`config.mk`:
```
export PLATFORM = sky130hd
export DESIGN_NAME = pid_integral_separation
export DESIGN_NICKNAME = d
export VERILOG_FILES = /design/src/hdl/pis_pkg.sv /design/src/hdl/pid_integral_separation.sv /design/src/hdl/pis_cfg.sv /design/src/hdl/pis_integ.sv /design/src/hdl/pis_mult.sv /design/src/hdl/pis_out.sv
export SDC_FILE = /design/constraint.sdc
export NUM_CORES = 2
export LEC_CHECK = 0
export BUFFER_PORTS_ARGS = -buffer_cell sky130_fd_sc_hd__buf_2
export CAP_MARGIN = 40
export CORE_ASPECT_RATIO = 1.25
export CORE_UTILIZATION = 45
export DETAILED_ROUTE_END_ITERATION = 8
export MAX_ROUTING_LAYER = met4
export PLACE_DENSITY = 0.65
export SYNTH_ARGS = -nofsm -noshare
export SYNTH_HDL_FRONTEND = slang
export SYNTH_SLANG_ARGS = --single-unit
```
`constraint.sdc`:
```
create_clock -name clk -period 14.5 [get_ports clk]
set_clock_uncertainty 0.1 [all_clocks]
set_input_delay 2.9 -clock clk [delete_from_list [all_inputs] [get_ports clk]]
set_output_delay 2.9 -clock clk [all_outputs]
set_load 0.1 [all_outputs]
```
`src/hdl/pis_pkg.sv`:
```
// Shared types and constants for the PID integral separation block
`default_nettype none
package pis_pkg;

  localparam int ERROR_WIDTH_DEF    = 16;
  localparam int GAIN_FRAC_BITS_DEF = 8;

  localparam int GAIN_W      = 16;
  localparam int CLAMP_W     = 31;
  localparam int BAND_W      = 16;
  localparam int INTEG_W     = 32;
  localparam int DRIVE_W     = 32;
  localparam int CFG_INDEX_W = 3;
  localparam int CFG_DATA_W  = 32;

  localparam logic [CFG_INDEX_W-1:0] REG_KP    = 3'd0;
  localparam logic [CFG_INDEX_W-1:0] REG_KI    = 3'd1;
  localparam logic [CFG_INDEX_W-1:0] REG_KD    = 3'd2;
  localparam logic [CFG_INDEX_W-1:0] REG_ICLAMP = 3'd3;
  localparam logic [CFG_INDEX_W-1:0] REG_DCLAMP = 3'd4;
  localparam logic [CFG_INDEX_W-1:0] REG_BAND  = 3'd5;

  typedef struct packed {
    logic [GAIN_W-1:0]  kp;
    logic [GAIN_W-1:0]  ki;
    logic [GAIN_W-1:0]  kd;
    logic [CLAMP_W-1:0] integral_clamp;
    logic [CLAMP_W-1:0] drive_clamp;
    logic [BAND_W-1:0]  separation_band;
  } cfg_t;

endpackage
`default_nettype wire

```
`src/hdl/pid_integral_separation.sv`:
```
// Pipeline: an accepted sample moves through a_valid, b_valid and m_tvalid (3 registers).
// Throughput: one error sample per cycle while not stalled; integral update is registered.
// Each stage advances on its own ready, so input is taken while a result waits, up to 3 held.
// Reset (rst, synchronous): clears registers, previous error, integral and stage valids.
`default_nettype none
module pid_integral_separation
  import pis_pkg::*;
#(
  parameter int ERROR_WIDTH    = ERROR_WIDTH_DEF,
  parameter int GAIN_FRAC_BITS = GAIN_FRAC_BITS_DEF
) (
  input  wire logic                                 clk,
  input  wire logic                                 rst,
  input  wire logic                                 s_tvalid,
  output logic                                      s_tready,
  input  wire logic [((ERROR_WIDTH+7)/8)*8-1:0]     s_tdata,   // error
  output logic                                      m_tvalid,
  input  wire logic                                 m_tready,
  output logic [DRIVE_W-1:0]                        m_tdata,   // drive
  output logic                                      m_tuser,   // integral_used
  input  wire logic                                 cfg_valid,
  output logic                                      cfg_ready,
  input  wire logic [CFG_INDEX_W-1:0]               cfg_index,
  input  wire logic [CFG_DATA_W-1:0]                cfg_data
);

  cfg_t cfg;

  logic                                a_valid;
  logic                                a_ready;
  logic signed [ERROR_WIDTH-1:0]       a_error;
  logic signed [ERROR_WIDTH:0]         a_diff;
  logic signed [INTEG_W-1:0]           a_integ;
  logic                                a_used;

  logic                                b_valid;
  logic                                b_ready;
  logic signed [GAIN_W+ERROR_WIDTH-1:0] b_p;
  logic signed [GAIN_W+INTEG_W-1:0]    b_i;
  logic signed [GAIN_W+ERROR_WIDTH:0]  b_d;
  logic                                b_used;

  pis_cfg u_cfg (
    .clk       (clk),
    .rst       (rst),
    .cfg_valid (cfg_valid),
    .cfg_ready (cfg_ready),
    .cfg_index (cfg_index),
    .cfg_data  (cfg_data),
    .cfg       (cfg)
  );

  pis_integ #(.ERROR_WIDTH(ERROR_WIDTH)) u_integ (
    .clk        (clk),
    .rst        (rst),
    .cfg        (cfg),
    .in_valid   (s_tvalid),
    .in_ready   (s_tready),
    .in_error   (signed'(s_tdata[ERROR_WIDTH-1:0])),
    .a_valid    (a_valid),
    .a_ready_dn (a_ready),
    .a_error    (a_error),
    .a_diff     (a_diff),
    .a_integ    (a_integ),
    .a_used     (a_used)
  );

  pis_mult #(.ERROR_WIDTH(ERROR_WIDTH)) u_mult (
    .clk        (clk),
    .rst        (rst),
    .cfg        (cfg),
    .a_valid    (a_valid),
    .a_ready    (a_ready),
    .a_error    (a_error),
    .a_diff     (a_diff),
    .a_integ    (a_integ),
    .a_used     (a_used),
    .b_valid    (b_valid),
    .b_ready_dn (b_ready),
    .b_p        (b_p),
    .b_i        (b_i),
    .b_d        (b_d),
    .b_used     (b_used)
  );

  pis_out #(
    .ERROR_WIDTH    (ERROR_WIDTH),
    .GAIN_FRAC_BITS (GAIN_FRAC_BITS)
  ) u_out (
    .clk      (clk),
    .rst      (rst),
    .cfg      (cfg),
    .b_valid  (b_valid),
    .b_ready  (b_ready),
    .b_p      (b_p),
    .b_i      (b_i),
    .b_d      (b_d),
    .b_used   (b_used),
    .m_tvalid (m_tvalid),
    .m_tready (m_tready),
    .m_tdata  (m_tdata),
    .m_tuser  (m_tuser)
  );

endmodule
`default_nettype wire

```
`src/hdl/pis_cfg.sv`:
```
// Configuration register file
`default_nettype none
module pis_cfg
  import pis_pkg::*;
(
  input  wire logic                   clk,
  input  wire logic                   rst,
  input  wire logic                   cfg_valid,
  output logic                        cfg_ready,
  input  wire logic [CFG_INDEX_W-1:0] cfg_index,
  input  wire logic [CFG_DATA_W-1:0]  cfg_data,
  output cfg_t                        cfg
);

  assign cfg_ready = 1'b1;

  always_ff @(posedge clk) begin
    if (rst) begin
      cfg <= '0;
    end else if (cfg_valid && cfg_ready) begin
      case (cfg_index)
        REG_KP:     cfg.kp <= cfg_data[GAIN_W-1:0];
        REG_KI:     cfg.ki <= cfg_data[GAIN_W-1:0];
        REG_KD:     cfg.kd <= cfg_data[GAIN_W-1:0];
        REG_ICLAMP: cfg.integral_clamp <= cfg_data[CLAMP_W-1:0];
        REG_DCLAMP: cfg.drive_clamp <= cfg_data[CLAMP_W-1:0];
        REG_BAND:   cfg.separation_band <= cfg_data[BAND_W-1:0];
        default: ;
      endcase
    end
  end

endmodule
`default_nettype wire

```
`src/hdl/pis_integ.sv`:
```
// Input stage: separation test, saturating integral, derivative difference
`default_nettype none
module pis_integ
  import pis_pkg::*;
#(
  parameter int ERROR_WIDTH = ERROR_WIDTH_DEF
) (
  input  wire logic                          clk,
  input  wire logic                          rst,
  input  wire cfg_t                          cfg,
  input  wire logic                          in_valid,
  output logic                               in_ready,
  input  wire logic signed [ERROR_WIDTH-1:0] in_error,
  output logic                               a_valid,
  input  wire logic                          a_ready_dn,
  output logic signed [ERROR_WIDTH-1:0]      a_error,
  output logic signed [ERROR_WIDTH:0]        a_diff,
  output logic signed [INTEG_W-1:0]          a_integ,
  output logic                               a_used
);

  localparam int MW = ((ERROR_WIDTH > BAND_W) ? ERROR_WIDTH : BAND_W) + 1;

  logic signed [ERROR_WIDTH-1:0] previous_error;
  logic signed [INTEG_W-1:0]     integral_sum;
  logic signed [INTEG_W-1:0]     integral_sum_next;

  logic signed [MW-1:0]      e_w;
  logic        [MW-1:0]      mag;
  logic                      ki_on;
  logic                      used;
  logic signed [INTEG_W:0]   sum;
  logic signed [INTEG_W:0]   acc;
  logic signed [INTEG_W:0]   lim;
  logic                      accept;

  assign in_ready = !a_valid || a_ready_dn;
  assign accept   = in_valid && in_ready;

  always_comb begin
    e_w   = MW'(in_error);
    mag   = (e_w < 0) ? MW'(-e_w) : MW'(e_w);
    ki_on = (cfg.ki != '0);
    used  = ki_on && ((cfg.separation_band == '0) || (mag <= MW'(cfg.separation_band)));
    sum   = (INTEG_W+1)'(integral_sum) + (INTEG_W+1)'(in_error);
    if (!used) begin
      acc = (INTEG_W+1)'(integral_sum);
    end else if (sum[INTEG_W] != sum[INTEG_W-1]) begin
      acc = sum[INTEG_W] ? {2'b11, {(INTEG_W-1){1'b0}}} : {2'b00, {(INTEG_W-1){1'b1}}};
    end else begin
      acc = sum;
    end
    lim = signed'({2'b00, cfg.integral_clamp});
    if (cfg.integral_clamp != '0) begin
      if (acc > lim) begin
        acc = lim;
      end else if (acc < -lim) begin
        acc = -lim;
      end
    end
    integral_sum_next = acc[INTEG_W-1:0];
  end

  always_ff @(posedge clk) begin
    if (rst) begin
      a_valid        <= 1'b0;
      previous_error <= '0;
      integral_sum   <= '0;
    end else begin
      if (in_ready) begin
        a_valid <= in_valid;
      end
      if (accept) begin
        previous_error <= in_error;
        if (ki_on) begin
          integral_sum <= integral_sum_next;
        end
      end
    end
  end

  always_ff @(posedge clk) begin
    if (accept) begin
      a_error <= in_error;
      a_diff  <= (ERROR_WIDTH+1)'(in_error) - (ERROR_WIDTH+1)'(previous_error);
      a_integ <= used ? integral_sum_next : '0;
      a_used  <= used;
    end
  end

endmodule
`default_nettype wire

```
`src/hdl/pis_mult.sv`:
```
// Product stage: the three gain multiplications
`default_nettype none
module pis_mult
  import pis_pkg::*;
#(
  parameter int ERROR_WIDTH = ERROR_WIDTH_DEF
) (
  input  wire logic                              clk,
  input  wire logic                              rst,
  input  wire cfg_t                              cfg,
  input  wire logic                              a_valid,
  output logic                                   a_ready,
  input  wire logic signed [ERROR_WIDTH-1:0]     a_error,
  input  wire logic signed [ERROR_WIDTH:0]       a_diff,
  input  wire logic signed [INTEG_W-1:0]         a_integ,
  input  wire logic                              a_used,
  output logic                                   b_valid,
  input  wire logic                              b_ready_dn,
  output logic signed [GAIN_W+ERROR_WIDTH-1:0]   b_p,
  output logic signed [GAIN_W+INTEG_W-1:0]       b_i,
  output logic signed [GAIN_W+ERROR_WIDTH:0]     b_d,
  output logic                                   b_used
);

  assign a_ready = !b_valid || b_ready_dn;

  always_ff @(posedge clk) begin
    if (rst) begin
      b_valid <= 1'b0;
    end else if (a_ready) begin
      b_valid <= a_valid;
    end
  end

  always_ff @(posedge clk) begin
    if (a_valid && a_ready) begin
      b_p    <= $signed(cfg.kp) * a_error;
      b_i    <= $signed(cfg.ki) * a_integ;
      b_d    <= $signed(cfg.kd) * a_diff;
      b_used <= a_used;
    end
  end

endmodule
`default_nettype wire

```
`src/hdl/pis_out.sv`:
```
// Output stage: sum, scale, clamp and result register
`default_nettype none
module pis_out
  import pis_pkg::*;
#(
  parameter int ERROR_WIDTH    = ERROR_WIDTH_DEF,
  parameter int GAIN_FRAC_BITS = GAIN_FRAC_BITS_DEF
) (
  input  wire logic                              clk,
  input  wire logic                              rst,
  input  wire cfg_t                              cfg,
  input  wire logic                              b_valid,
  output logic                                   b_ready,
  input  wire logic signed [GAIN_W+ERROR_WIDTH-1:0] b_p,
  input  wire logic signed [GAIN_W+INTEG_W-1:0]  b_i,
  input  wire logic signed [GAIN_W+ERROR_WIDTH:0] b_d,
  input  wire logic                              b_used,
  output logic                                   m_tvalid,
  input  wire logic                              m_tready,
  output logic [DRIVE_W-1:0]                     m_tdata,
  output logic                                   m_tuser
);

  localparam int PW = (GAIN_W + ERROR_WIDTH + 1 > GAIN_W + INTEG_W) ?
                      GAIN_W + ERROR_WIDTH + 1 : GAIN_W + INTEG_W;
  localparam int SW = PW + 2;

  logic signed [SW-1:0] raw;
  logic signed [SW-1:0] scaled;
  logic signed [SW-1:0] lim;
  logic signed [SW-1:0] smax;
  logic signed [SW-1:0] smin;
  logic signed [SW-1:0] drive;

  assign b_ready = !m_tvalid || m_tready;

  always_comb begin
    raw    = SW'(b_p) + SW'(b_i) + SW'(b_d);
    scaled = raw >>> GAIN_FRAC_BITS;
    lim    = SW'(signed'({1'b0, cfg.drive_clamp}));
    smax   = SW'(signed'({1'b0, {(DRIVE_W-1){1'b1}}}));
    smin   = -smax - SW'(1);
    drive  = scaled;
    if (cfg.drive_clamp != '0) begin
      if (scaled > lim) begin
        drive = lim;
      end else if (scaled < -lim) begin
        drive = -lim;
      end
    end else begin
      if (scaled > smax) begin
        drive = smax;
      end else if (scaled < smin) begin
        drive = smin;
      end
    end
  end

  always_ff @(posedge clk) begin
    if (rst) begin
      m_tvalid <= 1'b0;
    end else if (b_ready) begin
      m_tvalid <= b_valid;
    end
  end

  always_ff @(posedge clk) begin
    if (b_valid && b_ready) begin
      m_tdata <= drive[DRIVE_W-1:0];
      m_tuser <= b_used;
    end
  end

endmodule
`default_nettype wire

```
# --- After elaboration in Yosys (flattened, before gate mapping) ---
# Index checks and enable logic that the tools add are counted.
totals:
  elab_cells: 80
  in_bits: 56
  output_inout_bits: 36
  regBits: 390
classes:
  order_cmp: 8
  muxes: 12
  n_reduce_logical: 23
  addsub: 7
  mul: 3
  n_eq_ne: 6
op_table:
  columns: ["op", "count"]
  rows:
  - ["two-way mux 32 bit", 8]
  - ["two-way mux 33 bit", 3]
  - ["nonzero test 31 bit", 2]
  - ["adder 49 x 33 -> 50 bit", 1]
  - ["less-than comparator 42 x 50 -> 1 bit", 1]
  - ["negator 31 -> 50 bit", 1]
  - ["adder 32 x 48 -> 49 bit", 1]
  - ["multiplier 16 x 32 -> 48 bit", 1]
  - ["> comparator 42 x 32 -> 1 bit", 1]
  - ["> comparator 42 x 32 -> 1 bit (second input constant)", 1]
  - ["less-than comparator 42 x 32 -> 1 bit (second input constant)", 1]
  - ["adder 32 x 16 -> 33 bit", 1]
  - ["> comparator 33 x 32 -> 1 bit", 1]
  - ["less-than comparator 33 bit", 1]
  - ["multiplier 16 x 17 -> 33 bit", 1]
  - ["negator 31 -> 33 bit", 1]
  - ["multiplier 16 x 16 -> 32 bit", 1]
  - ["<= comparator 17 x 16 -> 1 bit", 1]
  - ["two-way mux 17 bit", 1]
  - ["negator 16 -> 17 bit", 1]
  - ["subtractor 16 x 16 -> 17 bit", 1]
  - ["zero test 16 bit", 1]
  - ["less-than comparator 16 x 1 -> 1 bit (second input constant)", 1]
  - ["nonzero test 16 bit", 1]
  - ["other kinds (9)", 25]

# --- Logic depth before layout (Yosys ltp) ---
logic_depth:
  depth_word: 10
  mapped_depth: 35

# --- Cells and area by module ---
# From an unflattened synthesis, not the netlist that was laid out.
unflattened:
  cells_unflattened: 7340
  hier_area_um2: 66213.5
by_module_without_submodules:
  columns: ["module", "instances", "cells_per_inst", "area_per_inst_um2"]
  rows:
  - ["pis_mult", 1, 4377, 41173.2]
  - ["pis_integ", 1, 1331, 10792.9]
  - ["pis_out", 1, 1178, 9203.8]
  - ["pis_cfg", 1, 454, 5043.6]

# --- Worst setup path after synthesis ---
# No wires, ideal clock.
synth_path:
  path_kind: "input-to-reg"
  startpoint: "input port m_tready"
  endpoint: "register u_mult.b_d[0] (enable)"
  required_time_ns: 13.639
  t_arrival_ns: 11.231
  path_slack_ns: 2.408
  setup_ns: 0.761
  path_stages: 2
  path_cell_list: "nor2b_1 a21boi_0"
synth_via:
  elab_chain_cells: 3
synth_rtl:
  columns: ["item", "line", "source"]
  rows:
  - ["from (decl)", "pid_integral_separation.sv:18", "input wire logic m_tready,"]
  - ["logical OR 1 bit", "pis_out.sv:35", "assign b_ready = !m_tvalid || m_tready;"]
  - ["logical OR 1 bit", "pis_mult.sv:25", "assign a_ready = !b_valid || b_ready_dn;"]
  - ["logical AND 1 bit", "pis_mult.sv:36", "if (a_valid && a_ready) begin"]
  - ["to (signal assigned)", "pis_mult.sv:39", "b_d <= $signed(cfg.kd) * a_diff;"]
  - ["to (decl)", "pis_mult.sv:21", "output logic signed [GAIN_W+ERROR_WIDTH:0] b_d,"]
# No other way between the ends.
# A chain may end at the register's enable or synchronous reset.

# --- Final worst setup path ---
layout_path:
  startpoint: "input port s_tdata[1]"
  endpoint: "register u_integ.integral_sum[29]"
layout_via:
  elab_chain_cells: 10
layout_rtl:
  columns: ["item", "line", "source"]
  rows:
  - ["from (decl)", "pid_integral_separation.sv:16", "input wire logic [((ERROR_WIDTH+7)/8)*8-1:0] s_tdata,"]
  - ["negator 16 -> 17 bit or less-than comparator 16 x 1 -> 1 bit (tied branches)", "pis_integ.sv:42", "mag = (e_w < 0) ? MW'(-e_w) : MW'(e_w);"]
  - ["two-way mux 17 bit", "pis_integ.sv:42", null]
  - ["<= comparator 17 x 16 -> 1 bit", "pis_integ.sv:44", "used = ki_on && ((cfg.separation_band == '0) || (mag <= MW'(cfg.separation_band)));"]
  - ["logical OR 1 bit", "pis_integ.sv:44", null]
  - ["logical AND 1 bit", "pis_integ.sv:44", null]
  - ["two-way mux 33 bit (*)", "pis_integ.sv:46", "if (!used) begin"]
  - ["less-than comparator 33 bit", "pis_integ.sv:57", "end else if (acc < -lim) begin"]
  - ["two-way mux 32 bit", "pis_integ.sv:57", null]
  - ["two-way mux 32 bit", "pis_integ.sv:55", "if (acc > lim) begin"]
  - ["two-way mux 32 bit (*)", "pis_integ.sv:54", "if (cfg.integral_clamp != '0) begin"]
  - ["to (signal assigned)", "pis_integ.sv:76", "integral_sum <= integral_sum_next;"]
  - ["to (decl)", "pis_integ.sv:25", "logic signed [INTEG_W-1:0] integral_sum;"]
# Every way passes the cells marked *; elsewhere a longest branch is shown, timed or not.

==> metrics.txt <==
clock-pin slew on the worst setup and hold paths=60 ps; DRT Wirelength=between 200000 and 250000 um; number of warnings printed during yosys synthesis=0; Power per Cell Area=between 100 and 150 nW/um2; number of global-route vias before repair=between 50000 and 60000; worst hold path endpoint=u_mult.b_used; Clock H-tree levels=2; # hold bufs at CTS=0; CTS Buffer Depth=3; Setup Buffers After CTS=0; sequential-to-total area share from yosys stat=0.1552; static leakage=a little under 30 nW; remaining global-route overflow=0; CTS sink cnt=390; Switching Fraction=0.4931; top achievable clock speed=between 0.09 and 0.1 GHz; largest cells by area after synthesis=fa_1 34%, ha_1 11%, edfxtp_1 10%; part of the total power dissipated in sequential elements=0.213; FF-to-FF setup slack=~5400 ps; placed instance count=between 8000 and 9000; length in cells of the worst reg-to-reg path=24; Pre-antenna DRT Iters=6; Post-synth top flop=edfxtp_1; final core utilization=0.4855; number of DRC violations after detailed routing=0; Buf/Inv on CP=6; Top-Level Pins=92; relative contribution of the clock network to total power=0.179; normalized max-slew margin=0.3304; Crit-path slowest cell=o21ai_0; fin cells=~9100; combinational share of power=0.608; maximum capacitance violations=0; Cell Rows=154; area share of the leading cell type in the synthesized netlist=0.3354; number of antenna violations at the first check in global routing=14; Clock Root Buffer=clkbuf_16; TritonCTS buffer count=47; Tmin final=about 11000 ps; critical path's top delay family=compound AO/OA/AOI/OAI gates; setup tns final=0 ps; origin of the worst min-delay path=u_integ.a_used; Synth area leader=fa_1; number of flops mapped to enable cells by yosys=around 210; flip-flop and latch count after synthesis=slightly below 400; worst stage delay on the critical path=between 600 and 700 ps; sum of net half-perimeters after detailed placement=about 160000 um; global-route wire length before repair=between 300000 and 400000 um; Cell variety after synth=99; TritonCTS clock tree=built; number of hold-slack violations in the final timing report=0; setup violation total in the final timing report=0; data arrival time at the worst-slack endpoint=11450 ps; overall via count from detail_route=around 50000; element type at the critical path start=primary input; all-layer global routing usage=0.2932; worst skew pair latency=650 ps; launch instance of the worst register-to-register path=u_cfg.cfg[102]; end of the worst register-to-register path=u_mult.b_i[46]; initial detailed-routing violation count=3765; WHS Path Cells=0; worst-margin pin slew=997.2 ps; largest fanout on the critical path=23; unrepaired setup endpoints after global routing=no; average detailed-routed wire length per instance=between 20 and 25 um; CTS-repair resized insts=0; Worst Hold Slack=approximately 340 ps; final-stage net count=between 8000 and 9000; number of I/O port buffers=89; required arrival time at the worst endpoint=between 10000 and 15000 ps; share of layout cells above drive strength 1=0.04743; Tightest Hold Check Type=reg -> reg; Critical Path Sink Type=register; largest net degree at the start of global routing=76; Mapped Nets=8870; category of the most critical setup path=in -> reg; number of antenna-violating nets in the routed design=0; area enclosed by the die boundary=between 100000 and 150000 um2; share of the cycle needed by the critical path after routing=0.7581; Slew Limit Fails=0; mapped cell area=around 64000 um2; post-synthesis to final-layout area growth=6.930%; internal cell power=0.003583 W; width of the chip=~340 um; chip height=between 400 and 500 um; instance count of the mapped netlist=7203; outcome=finished clean; power dissipated by switching net loads=0.003486 W; worst IR drop on VDD=roughly 0.00011 V; via density per instance=around 5.6; total core area=141000 um2; final weighted congestion of routability-driven global placement=slightly above 1; fraction of registers with async set or reset after synthesis=0; effective utilization at floorplan=0.4540; Mapped Avg Cell Area=around 8.9 um2
==> cells by family (layout without fill, tap and decap cells) <==
kind of cell	after synthesis	after routing	share of synthesized area
buffers and inverters	1535	1522	0.09027
AOI/OAI and AO/OA	1106	1106	0.1077
adders and majority gates	1619	1619	0.4418
other	1	7	0.00005856
DFF	390	390	0.1552
xor gates and xnor gates	240	240	0.03282
and+or+nand+nor	2296	2296	0.1695
muxes	16	16	0.002657
==> cell type report <==
class                   instances  area, um2
clock buffers                  56       1272
diodes                          6      15.01
inverters                    1237       4644
clock inverters                32      382.9
multi-input cells            5278      48380
fillers                     13570      72570
well taps                    1872       2342
repair buffers                197       1504
flip-flops and latches        390       9941
==> worst max path at each step <==
stage / start / cells after the start / slack [ps] / endpoint
after global placement: s_tdata[1] / 32 / 2960 / u_integ.integral_sum[29]
after detailed placement: s_tdata[1] / 32 / 2880 / u_integ.integral_sum[29]
final: s_tdata[1] / 32 / 3510 / u_integ.integral_sum[29]
after floorplan: m_tready / 2 / 2410 / u_mult.b_d[0]
after global routing: s_tdata[1] / 32 / 3060 / u_integ.integral_sum[29]
after CTS: s_tdata[1] / 32 / 3540 / u_integ.integral_sum[29]
==> metrics by stage <==
| stage | cell area (um2) | total power, W | setup slack [ps] |
|---|---|---|---|
| floorplan | 64040 | 0.004332 | 2408 |
| global placement | 66340 | 0.005667 | 2955 |
| detailed placement | 66740 | 0.005750 | 2878 |
| CTS | 68400 | 0.007038 | 3538 |
| global route | 68470 | 0.007555 | 3055 |
| finish | 68480 | 0.007070 | 3508 |
==> sequential cells by signal, indices dropped and copies added, names as in the netlist, 17 cells and up <==
| name | flops |
|---|---|
| u_integ.integral_sum | 32 |
| u_mult.b_i | 48 |
| u_out.m_tdata | 32 |
| u_mult.b_p | 32 |
| u_cfg.cfg | 126 |
| u_integ.a_diff | 17 |
| u_integ.a_integ | 32 |
| u_mult.b_d | 33 |
==> layout by cell type (no fill, tap or decap), drive strengths merged, types with 57 or more instances in the layout <==
master | Yosys | routed
inv | 1235 | 1243
nand2 | 1133 | 1133
fa | 1073 | 1073
ha | 538 | 538
a21oi | 425 | 425
and2 | 375 | 375
nor2 | 237 | 237
o21ai | 218 | 218
edfxtp | 213 | 213
buf | 11 | 193
xnor2 | 183 | 183
dfxtp | 177 | 177
a21o | 121 | 121
nand2b | 108 | 108
nor3 | 93 | 93
nand3 | 80 | 80
nand4 | 59 | 59
clkbuf | 287 | 59
xor2 | 57 | 57
==> metal layers <==
layer / share of wire / track usage / wire [um]
met5: 0 / - / 0
met4: 0.062 / 0.1576 / 12660
met3: 0.070 / 0.04637 / 14200
met2: 0.48 / 0.4767 / 96760
met1: 0.39 / 0.3493 / 79550
==> power by group through the flow <==
| stage | Clock [W] | Combinational, W | Sequential, W |
|---|---|---|---|
| after floorplan | 0 | 0.00280 | 0.00153 |
| after global placement | 0 | 0.00410 | 0.00157 |
| after detailed placement | 0 | 0.00422 | 0.00153 |
| after CTS | 0.00128 | 0.00425 | 0.00151 |
| after global routing | 0.00132 | 0.00471 | 0.00152 |
| final | 0.00126 | 0.00430 | 0.00151 |
==> cell usage after synthesis (10+ instances only) <==
master / n
a21o_1: 121
a211o_1: 10
xor2_1: 57
inv_1: 1235
o21ai_0: 214
and4_1: 11
nor2_1: 236
xnor2_1: 183
nand2b_1: 108
ha_1: 538
a211oi_1: 51
o21a_1: 45
nand4_1: 59
and2_1: 373
fa_1: 1073
o2111ai_1: 11
o31ai_1: 21
nor4_1: 37
a21oi_1: 424
or3_1: 25
clkbuf_1: 287
a21boi_0: 13
nand3_1: 79
nand2_1: 1133
o21bai_1: 31
dfxtp_1: 177
o22ai_1: 12
a31oi_1: 22
nand3b_1: 11
and3_1: 33
or2_2: 14
nor2b_1: 44
edfxtp_1: 213
a221oi_1: 14
o211ai_1: 13
nor3_1: 92
==> worst reg2reg max path, delay by kind of cell, from the launching register on <==
kind | cells | cell delay [ps]
XOR/XNOR | 1 | 460
AO/OA/AOI/OAI | 10 | 3050
AND/OR/NAND/NOR | 2 | 320
buffers and inverters | 4 | 620
adder cells (fa/ha/maj) | 7 | 3390
flip-flops | 1 | 840
Note: power is estimated with default switching activity, not from simulation.
